$ cat config.mk
export PLATFORM = sky130hd
export DESIGN_NAME = servo_drive_twin
export DESIGN_NICKNAME = d
export VERILOG_FILES = /design/src/hdl/sdt_pkg.sv /design/src/hdl/sdt_record_store.sv /design/src/hdl/servo_drive_twin.sv
export SDC_FILE = /design/constraint.sdc
export NUM_CORES = 2
export LEC_CHECK = 0
export ABC_AREA = 1
export BUFFER_PORTS_ARGS = -buffer_cell sky130_fd_sc_hd__buf_4
export CAP_MARGIN = 10
export CORE_ASPECT_RATIO = 0.7
export CORE_UTILIZATION = 60
export CTS_BUF_LIST = sky130_fd_sc_hd__clkbuf_2
export DETAILED_ROUTE_END_ITERATION = 8
export PLACE_DENSITY = 0.77
export SKIP_LAST_GASP = 1
export SLEW_MARGIN = 15
export SYNTH_ARGS = -nofsm -noshare
export SYNTH_HDL_FRONTEND = slang
export SYNTH_HIERARCHICAL = 1
export SYNTH_SLANG_ARGS = --single-unit
$ cat constraint.sdc
create_clock -name i_clk -period 16.2 [get_ports i_clk]
set_input_delay 4.05 -clock i_clk [delete_from_list [all_inputs] [get_ports i_clk]]
set_output_delay 4.05 -clock i_clk [all_outputs]
set_load 0.01 [all_outputs]
$ cat src/hdl/sdt_pkg.sv
// Package for the servo drive twin: record layout, drive modes, commands and sizes.
// Used by sdt_record_store and servo_drive_twin; depends on nothing else.
`timescale 1ns / 1ps
`default_nettype none

package sdt_pkg;

    // Table size.
    localparam int AXES            = 4;
    localparam int DRIVES_PER_AXIS = 2;
    localparam int RECORDS         = AXES * DRIVES_PER_AXIS;
    localparam int REC_W           = (RECORDS > 1) ? $clog2(RECORDS) : 1;

    // Gain registers, one per axis slot of the configuration map.
    localparam int GAIN_REGS = 4;
    localparam int GAIN_W    = 16;
    localparam int CFG_IDX_W = 2;

    // Item commands.
    localparam logic CMD_STEP   = 1'b0;
    localparam logic CMD_INJECT = 1'b1;

    // Mirror state machine modes.
    typedef enum logic [2:0] {
        MODE_DISABLED    = 3'd0,
        MODE_READY       = 3'd1,
        MODE_SWITCHED_ON = 3'd2,
        MODE_OP_ENABLED  = 3'd3,
        MODE_FAULT       = 3'd4
    } t_mode;

    // One drive record as held in the table.
    typedef struct packed {
        t_mode       mode;
        logic [15:0] prev_control;
        logic        fault_pending;
        logic [31:0] last_stamp;
        logic [31:0] position;
        logic [31:0] held_target;
        logic        reached;
    } t_record;

    localparam t_record RECORD_RESET = '{
        mode:          MODE_DISABLED,
        prev_control:  16'h0000,
        fault_pending: 1'b0,
        last_stamp:    32'h0000_0000,
        position:      32'h0000_0000,
        held_target:   32'h0000_0000,
        reached:       1'b0
    };

endpackage

`default_nettype wire

$ cat src/hdl/sdt_record_store.sv
// Drive record table: one synchronous memory with a registered read port and a write port.
// Entries never written since reset read as the reset record. Depends on sdt_pkg.
`timescale 1ns / 1ps
`default_nettype none

module sdt_record_store (
    input  wire                      i_clk,
    input  wire                      i_rst_n,
    input  wire                      i_rd_en,
    input  wire [sdt_pkg::REC_W-1:0] i_rd_addr,
    output sdt_pkg::t_record         o_rd_data,
    input  wire                      i_wr_en,
    input  wire [sdt_pkg::REC_W-1:0] i_wr_addr,
    input  sdt_pkg::t_record         i_wr_data
);

    sdt_pkg::t_record                 r_mem [sdt_pkg::RECORDS];
    logic [sdt_pkg::RECORDS-1:0]      r_valid;
    sdt_pkg::t_record                 r_rd_data;
    logic                             r_rd_hit;

    // Memory array: write port and registered read port.
    always_ff @(posedge i_clk) begin
        if (i_wr_en) begin
            r_mem[i_wr_addr] <= i_wr_data;
        end
        if (i_rd_en) begin
            r_rd_data <= r_mem[i_rd_addr];
        end
    end

    // Valid bits mark entries written since reset.
    always_ff @(posedge i_clk) begin
        if (!i_rst_n) begin
            r_valid  <= '0;
            r_rd_hit <= 1'b0;
        end else begin
            if (i_wr_en) begin
                r_valid[i_wr_addr] <= 1'b1;
            end
            if (i_rd_en) begin
                r_rd_hit <= r_valid[i_rd_addr];
            end
        end
    end

    assign o_rd_data = r_rd_hit ? r_rd_data : sdt_pkg::RECORD_RESET;

endmodule

`default_nettype wire

$ cat src/hdl/servo_drive_twin.sv
// Top level of the servo drive twin: command sequencer, mirror state machine and servo step.
// Depends on sdt_pkg and sdt_record_store.
//
//  Channel   Handshake              Payload
//  -------   ---------------------  ---------------------------------------------------
//  item in   start, busy            i_command, i_axis_index, i_drive_index,
//                                   i_control_word, i_target_position, i_cycle_stamp
//  result    o_result_valid         o_index_error, o_status_word, o_position,
//                                   o_follow_error
//  config    i_cfg_we               i_cfg_index, i_cfg_data
//
// From accept to the next possible accept an item passes table read, mode
// and multiply, position add, write-back and report. The result beat appears on the
// cycle after write-back, for exactly one cycle, while the block is idle again.
// The read-modify-write of the record table keeps one item at work at a time.
// Reset is synchronous and active low; it restores all gains and marks every record as reset.
// The receiver cannot stall, so results are never held.
`timescale 1ns / 1ps
`default_nettype none

module servo_drive_twin (
    input  wire                                i_clk,
    input  wire                                i_rst_n,
    input  wire                                start,
    output logic                               busy,
    input  wire                                i_command,
    input  wire         [2:0]                  i_axis_index,
    input  wire         [1:0]                  i_drive_index,
    input  wire         [15:0]                 i_control_word,
    input  wire  signed [31:0]                 i_target_position,
    input  wire         [31:0]                 i_cycle_stamp,
    input  wire                                i_cfg_we,
    input  wire         [sdt_pkg::CFG_IDX_W-1:0] i_cfg_index,
    input  wire         [sdt_pkg::GAIN_W-1:0]  i_cfg_data,
    output logic                               o_result_valid,
    output logic                               o_index_error,
    output logic        [15:0]                 o_status_word,
    output logic signed [31:0]                 o_position,
    output logic signed [31:0]                 o_follow_error
);

    // Control word fields.
    localparam logic [3:0] CW_SHUTDOWN   = 4'h6;
    localparam logic [3:0] CW_SWITCH_ON  = 4'h7;
    localparam logic [3:0] CW_ENABLE_OP  = 4'hF;
    localparam logic [3:0] CW_DISABLE    = 4'h0;
    localparam int         CW_FAULT_RST  = 7;

    // Status word codes.
    localparam logic [15:0] SW_DISABLED    = 16'h0040;
    localparam logic [15:0] SW_READY       = 16'h0021;
    localparam logic [15:0] SW_POWERED     = 16'h0023;
    localparam logic [15:0] SW_OPERATING   = 16'h0027;
    localparam logic [15:0] SW_FAULT       = 16'h0008;
    localparam logic [15:0] SW_REACHED     = 16'h0400;

    localparam logic [15:0] GAIN_RESET = 16'd13107;

    typedef enum logic [2:0] {
        S_IDLE,
        S_READ,
        S_CALC,
        S_MOVE,
        S_REPORT
    } t_state;

    t_state                      r_state;
    logic [sdt_pkg::GAIN_W-1:0]  r_gain [sdt_pkg::GAIN_REGS];

    // Latched item.
    logic                        r_cmd;
    logic [1:0]                  r_gain_sel;
    logic [15:0]                 r_cw;
    logic [31:0]                 r_target;
    logic [31:0]                 r_stamp;
    logic                        r_idx_err;
    logic [sdt_pkg::REC_W-1:0]   r_addr;

    // Working record and servo product.
    sdt_pkg::t_record            r_rec;
    logic signed [49:0]          r_prod;
    logic                        r_move;

    logic                        n_idx_err;
    logic [sdt_pkg::REC_W-1:0]   n_addr;
    sdt_pkg::t_record            rd_rec;
    sdt_pkg::t_record            n_rec;
    logic signed [49:0]          n_prod;
    logic                        n_move;
    logic signed [32:0]          err;
    logic                        near;
    logic [31:0]                 pos_new;
    logic                        mem_rd_en;
    logic                        mem_wr_en;

    // Next mode of the mirror state machine from the low control nibble, or the fault reset edge.
    function automatic sdt_pkg::t_mode f_next_mode(sdt_pkg::t_mode cur, logic [15:0] last,
                                                   logic [15:0] cw);
        logic [3:0]     low;
        sdt_pkg::t_mode nxt;
        low = cw[3:0];
        nxt = cur;
        unique case (cur)
            sdt_pkg::MODE_FAULT: begin
                if (cw[CW_FAULT_RST] && !last[CW_FAULT_RST]) nxt = sdt_pkg::MODE_DISABLED;
            end
            sdt_pkg::MODE_READY: begin
                if (low == CW_SWITCH_ON)      nxt = sdt_pkg::MODE_SWITCHED_ON;
                else if (low == CW_ENABLE_OP) nxt = sdt_pkg::MODE_OP_ENABLED;
                else if (low == CW_DISABLE)   nxt = sdt_pkg::MODE_DISABLED;
            end
            sdt_pkg::MODE_SWITCHED_ON: begin
                if (low == CW_ENABLE_OP)      nxt = sdt_pkg::MODE_OP_ENABLED;
                else if (low == CW_SHUTDOWN)  nxt = sdt_pkg::MODE_READY;
            end
            sdt_pkg::MODE_OP_ENABLED: begin
                if (low == CW_SWITCH_ON)      nxt = sdt_pkg::MODE_SWITCHED_ON;
                else if (low == CW_SHUTDOWN)  nxt = sdt_pkg::MODE_READY;
            end
            default: begin
                // Switch on disabled, and any code that should never be stored.
                nxt = (low == CW_SHUTDOWN) ? sdt_pkg::MODE_READY : sdt_pkg::MODE_DISABLED;
            end
        endcase
        return nxt;
    endfunction

    // Status word of a mode, with target reached shown only in operation enabled.
    function automatic logic [15:0] f_status(sdt_pkg::t_mode mode, logic reached);
        logic [15:0] sw;
        unique case (mode)
            sdt_pkg::MODE_DISABLED:    sw = SW_DISABLED;
            sdt_pkg::MODE_READY:       sw = SW_READY;
            sdt_pkg::MODE_SWITCHED_ON: sw = SW_POWERED;
            sdt_pkg::MODE_OP_ENABLED:  sw = SW_OPERATING | (reached ? SW_REACHED : 16'h0000);
            sdt_pkg::MODE_FAULT:       sw = SW_FAULT;
            default:                   sw = 16'h0000;
        endcase
        return sw;
    endfunction

    // Record select and range check at accept.
    always_comb begin
        n_idx_err = (32'(i_axis_index) >= 32'(sdt_pkg::AXES)) ||
                    (32'(i_drive_index) >= 32'(sdt_pkg::DRIVES_PER_AXIS));
        n_addr    = sdt_pkg::REC_W'(32'(i_axis_index) * sdt_pkg::DRIVES_PER_AXIS +
                                    32'(i_drive_index));
    end

    assign busy      = (r_state != S_IDLE);
    assign mem_rd_en = (r_state == S_READ);
    assign mem_wr_en = (r_state == S_REPORT) && !r_idx_err;

    sdt_record_store u_store (
        .i_clk     (i_clk),
        .i_rst_n   (i_rst_n),
        .i_rd_en   (mem_rd_en),
        .i_rd_addr (r_addr),
        .o_rd_data (rd_rec),
        .i_wr_en   (mem_wr_en),
        .i_wr_addr (r_addr),
        .i_wr_data (r_rec)
    );

    // Fault injection, mode update, once-per-stamp motion decision and the servo multiply.
    always_comb begin
        n_rec  = rd_rec;
        n_move = 1'b0;
        err    = $signed({r_target[31], r_target}) -
                 $signed({rd_rec.position[31], rd_rec.position});
        near   = (err == 33'sd0) || (err == 33'sd1) || (err == -33'sd1);
        n_prod = err * $signed({1'b0, r_gain[r_gain_sel]});
        if (r_cmd == sdt_pkg::CMD_INJECT) begin
            n_rec.fault_pending = 1'b1;
        end else begin
            // A pending fault is consumed as the drive enters fault.
            if (rd_rec.fault_pending) begin
                n_rec.mode          = sdt_pkg::MODE_FAULT;
                n_rec.fault_pending = 1'b0;
            end else begin
                n_rec.mode = f_next_mode(rd_rec.mode, rd_rec.prev_control, r_cw);
            end
            n_rec.prev_control = r_cw;
            if (rd_rec.last_stamp != r_stamp) begin
                n_rec.last_stamp = r_stamp;
                if (n_rec.mode == sdt_pkg::MODE_OP_ENABLED) begin
                    n_rec.held_target = r_target;
                    n_rec.reached     = near;
                    n_move            = 1'b1;
                end else begin
                    n_rec.reached = 1'b0;
                end
            end
        end
    end

    // Floor of the scaled step comes from the arithmetic shift of the product.
    assign pos_new = r_rec.position + r_prod[47:16];

    // Gain registers.
    always_ff @(posedge i_clk) begin
        if (!i_rst_n) begin
            for (int g = 0; g < sdt_pkg::GAIN_REGS; g++) begin
                r_gain[g] <= GAIN_RESET;
            end
        end else if (i_cfg_we) begin
            r_gain[i_cfg_index] <= i_cfg_data;
        end
    end

    // Sequencer with the item, working record and result registers.
    always_ff @(posedge i_clk) begin
        if (!i_rst_n) begin
            r_state        <= S_IDLE;
            o_result_valid <= 1'b0;
        end else begin
            o_result_valid <= 1'b0;
            unique case (r_state)
                S_IDLE: begin
                    if (start) begin
                        r_cmd      <= i_command;
                        r_gain_sel <= i_axis_index[1:0];
                        r_cw       <= i_control_word;
                        r_target   <= i_target_position;
                        r_stamp    <= i_cycle_stamp;
                        r_idx_err  <= n_idx_err;
                        r_addr     <= n_addr;
                        r_state    <= S_READ;
                    end
                end
                S_READ: begin
                    r_state <= S_CALC;
                end
                S_CALC: begin
                    r_rec   <= n_rec;
                    r_prod  <= n_prod;
                    r_move  <= n_move;
                    r_state <= S_MOVE;
                end
                S_MOVE: begin
                    if (r_move) begin
                        r_rec.position <= pos_new;
                    end
                    r_state <= S_REPORT;
                end
                S_REPORT: begin
                    o_result_valid <= 1'b1;
                    o_index_error  <= r_idx_err;
                    if (r_idx_err) begin
                        o_status_word  <= 16'h0000;
                        o_position     <= 32'sd0;
                        o_follow_error <= 32'sd0;
                    end else begin
                        o_status_word  <= f_status(r_rec.mode, r_rec.reached);
                        o_position     <= r_rec.position;
                        o_follow_error <= r_rec.held_target - r_rec.position;
                    end
                    r_state <= S_IDLE;
                end
                default: begin
                    r_state <= S_IDLE;
                end
            endcase
        end
    end

endmodule

`default_nettype wire
==> results.toml <==
[drt]
detail_route.wl_per_cell_um = 23.43
vias_per_cell = 5.896
drc = 0
wirelength_mm = 217.5
vias = 54730
ant_nets = 0
drtPass1Iterations = 6
first_iter_violations = 7011

[worst_hold_path]
hold_path.class = "flop to flop"

[timing]
setup_tns_ns = 0
fmax_ghz = 0.09214
setup_viol = 0
rsz0062_at_grt = "no"
fin_crit_sh_pct = 66.99
worst_pin_slew_ns = 1.261
finClkSkew_ns = 0.2005
drv_slew = 0
hold_viol = 0
min_period_ns = 10.85
slew_headroom_pct = 15.90

[worst_setup_path]
path_class = "flop to flop"
crit_buf_inv = 10
critPathCaptureType = "flop"
cp_common_cell = "inv_1"
startpoint_type = "flop"
critPathTopFamily = "adder cells"
crit_path_max_fanout = 54
cpPeakStageDelay_ns = 0.86
crit_slowest_cell = "dfxtp_4"
critPathArrivalTime_ns = 12.16
cp.required_ns = 17.51

[final_layout]
final_core_util_pct = 65.37
seqCellArea_sq_um = 38260
multi_input_area_sq_um = 29780
drive_gt1_share_pct = 11.05
area_growth_pct = 7.301
fill_cells = 9468
fin_area_sq_um = 78630
layout.nets = 8254

[placed_design]
placed_cell_area_sq_um = 76040
port_buffers = 170
gp_congestion = 1.031
dp_hpwl_mm = 148.1

[clocking]
clk_path_buf_depth = 4
numCtsBuffers = 313
cts_setup_buffers = 0
tritoncts = "done"
cts_root_buf = "clkbuf_2"
cts_hold_buf = 0
clkTransAtPathRegs_ns = 0.10
ctsResizeCount = 0
cts.htree.levels = 5
cts.sinks = 1279
insertion_delay_ns = 1.74

[floorplan]
die_area_sq_um = 123600
core_sq_um = 120300
die_w_um = 419.7
io_pins = 191
chipHeight_um = 294.4
initial_core_util_pct = 60.92
rows = 106

[status]
outcome = "completed"

[logic_synthesis]
ys_warn_count = 6
synthCells = 7194
syn_area_sq_um = 73280
avgSynthCellArea_sq_um = 10.19

[global_route]
track_usage_pct = 35.70
antenna_found_initial = 10
grt_pass1_wl_mm = 324.7
overflow = 0
grt_max_degree = 203
grt_pass1_vias = 52960

[flow_run]
drv_cap = 0
cell usage in the layout, fill, tap and decap left out, types with 28 or more instances in the layout:
cell and instances:
a21oi_1 195, buf_4 253, clkbuf_2 441, clkinv_1 63
edfxtp_1 1264, fa_1 487, ha_1 208, inv_1 1041
inv_2 28, nand2_1 1465, nand3_1 127, nor2_1 920
nor3_1 36, o21ai_0 526, o22ai_1 206, xnor2_1 40
xor2_1 57
worst reg2reg max path, delay by kind of cell, from the launching register on:
kind | cells | cell delay [ns]
flops | 1 | 0.86
buf+inv | 10 | 1.74
xor+xnor | 1 | 0.15
compound gates | 5 | 1.37
fa+ha+maj | 9 | 4.63
simple gates | 11 | 1.77
final cells by class:
class                   count  share of cell area, %
flip-flops and latches   1279                  48.66
multi-input cells        4529                  37.88
inverters                1074                  5.146
clock buffers             441                  2.807
well taps                1620                  2.578
repair buffers            254                  2.441
clock inverters            77                 0.4662
diodes                      9                0.02864
sequential cells by signal (all words and copies together) (netlist names), named ones only:
| register | cells |
|---|---|
| r_idx_err | 1 |
| r_move | 1 |
| u_store/r_rd_data | 102 |
| o_index_error | 1 |
| r_gain | 64 |
| r_rec | 102 |
| o_follow_error | 32 |
| r_addr | 3 |
| o_status_word | 6 |
| r_target | 32 |
| r_cw | 5 |
| r_stamp | 32 |
| r_state | 3 |
| o_position | 32 |
| u_store/r_mem | 816 |
| u_store/r_valid | 8 |
| r_prod | 32 |
| o_result_valid | 1 |
| u_store/r_rd_hit | 1 |
| r_gain_sel | 2 |
| r_cmd | 1 |
worst paths after layout:
check | start | endpoint | slack, ns | depth (start not counted)
min | r_gain_sel[0] | flop | 0.45 | 2
max | u_store/r_rd_hit | r_prod[47] | 5.35 | 36
min reg2reg | r_gain_sel[0] | flop | 0.45 | 2
max reg2reg | u_store/r_rd_hit | r_prod[47] | 5.35 | 36
stage by stage:
step / hold WS, ns / setup slack (ns) / cells
after detailed placement: 0.4344 / 5.780 / 8756
final: 0.4528 / 5.347 / 9283
after CTS: 0.4599 / 5.691 / 9274
after floorplan: 0.4119 / 6.051 / 7202
after global placement: 0.4309 / 5.869 / 8756
after global routing: 0.4909 / 4.917 / 9281
metal layers:
metal	wire (um)	vias up	global-route usage, %
met5	13	-	0
met1	91070	26520	54.91
met4	6118	2	11.26
li1	-	24110	-
met2	87900	3688	47.87
met3	32360	412	11.41
Power is not shown: default switching activity piles up to over one toggle a cycle in this logic, so the estimate is an artifact.
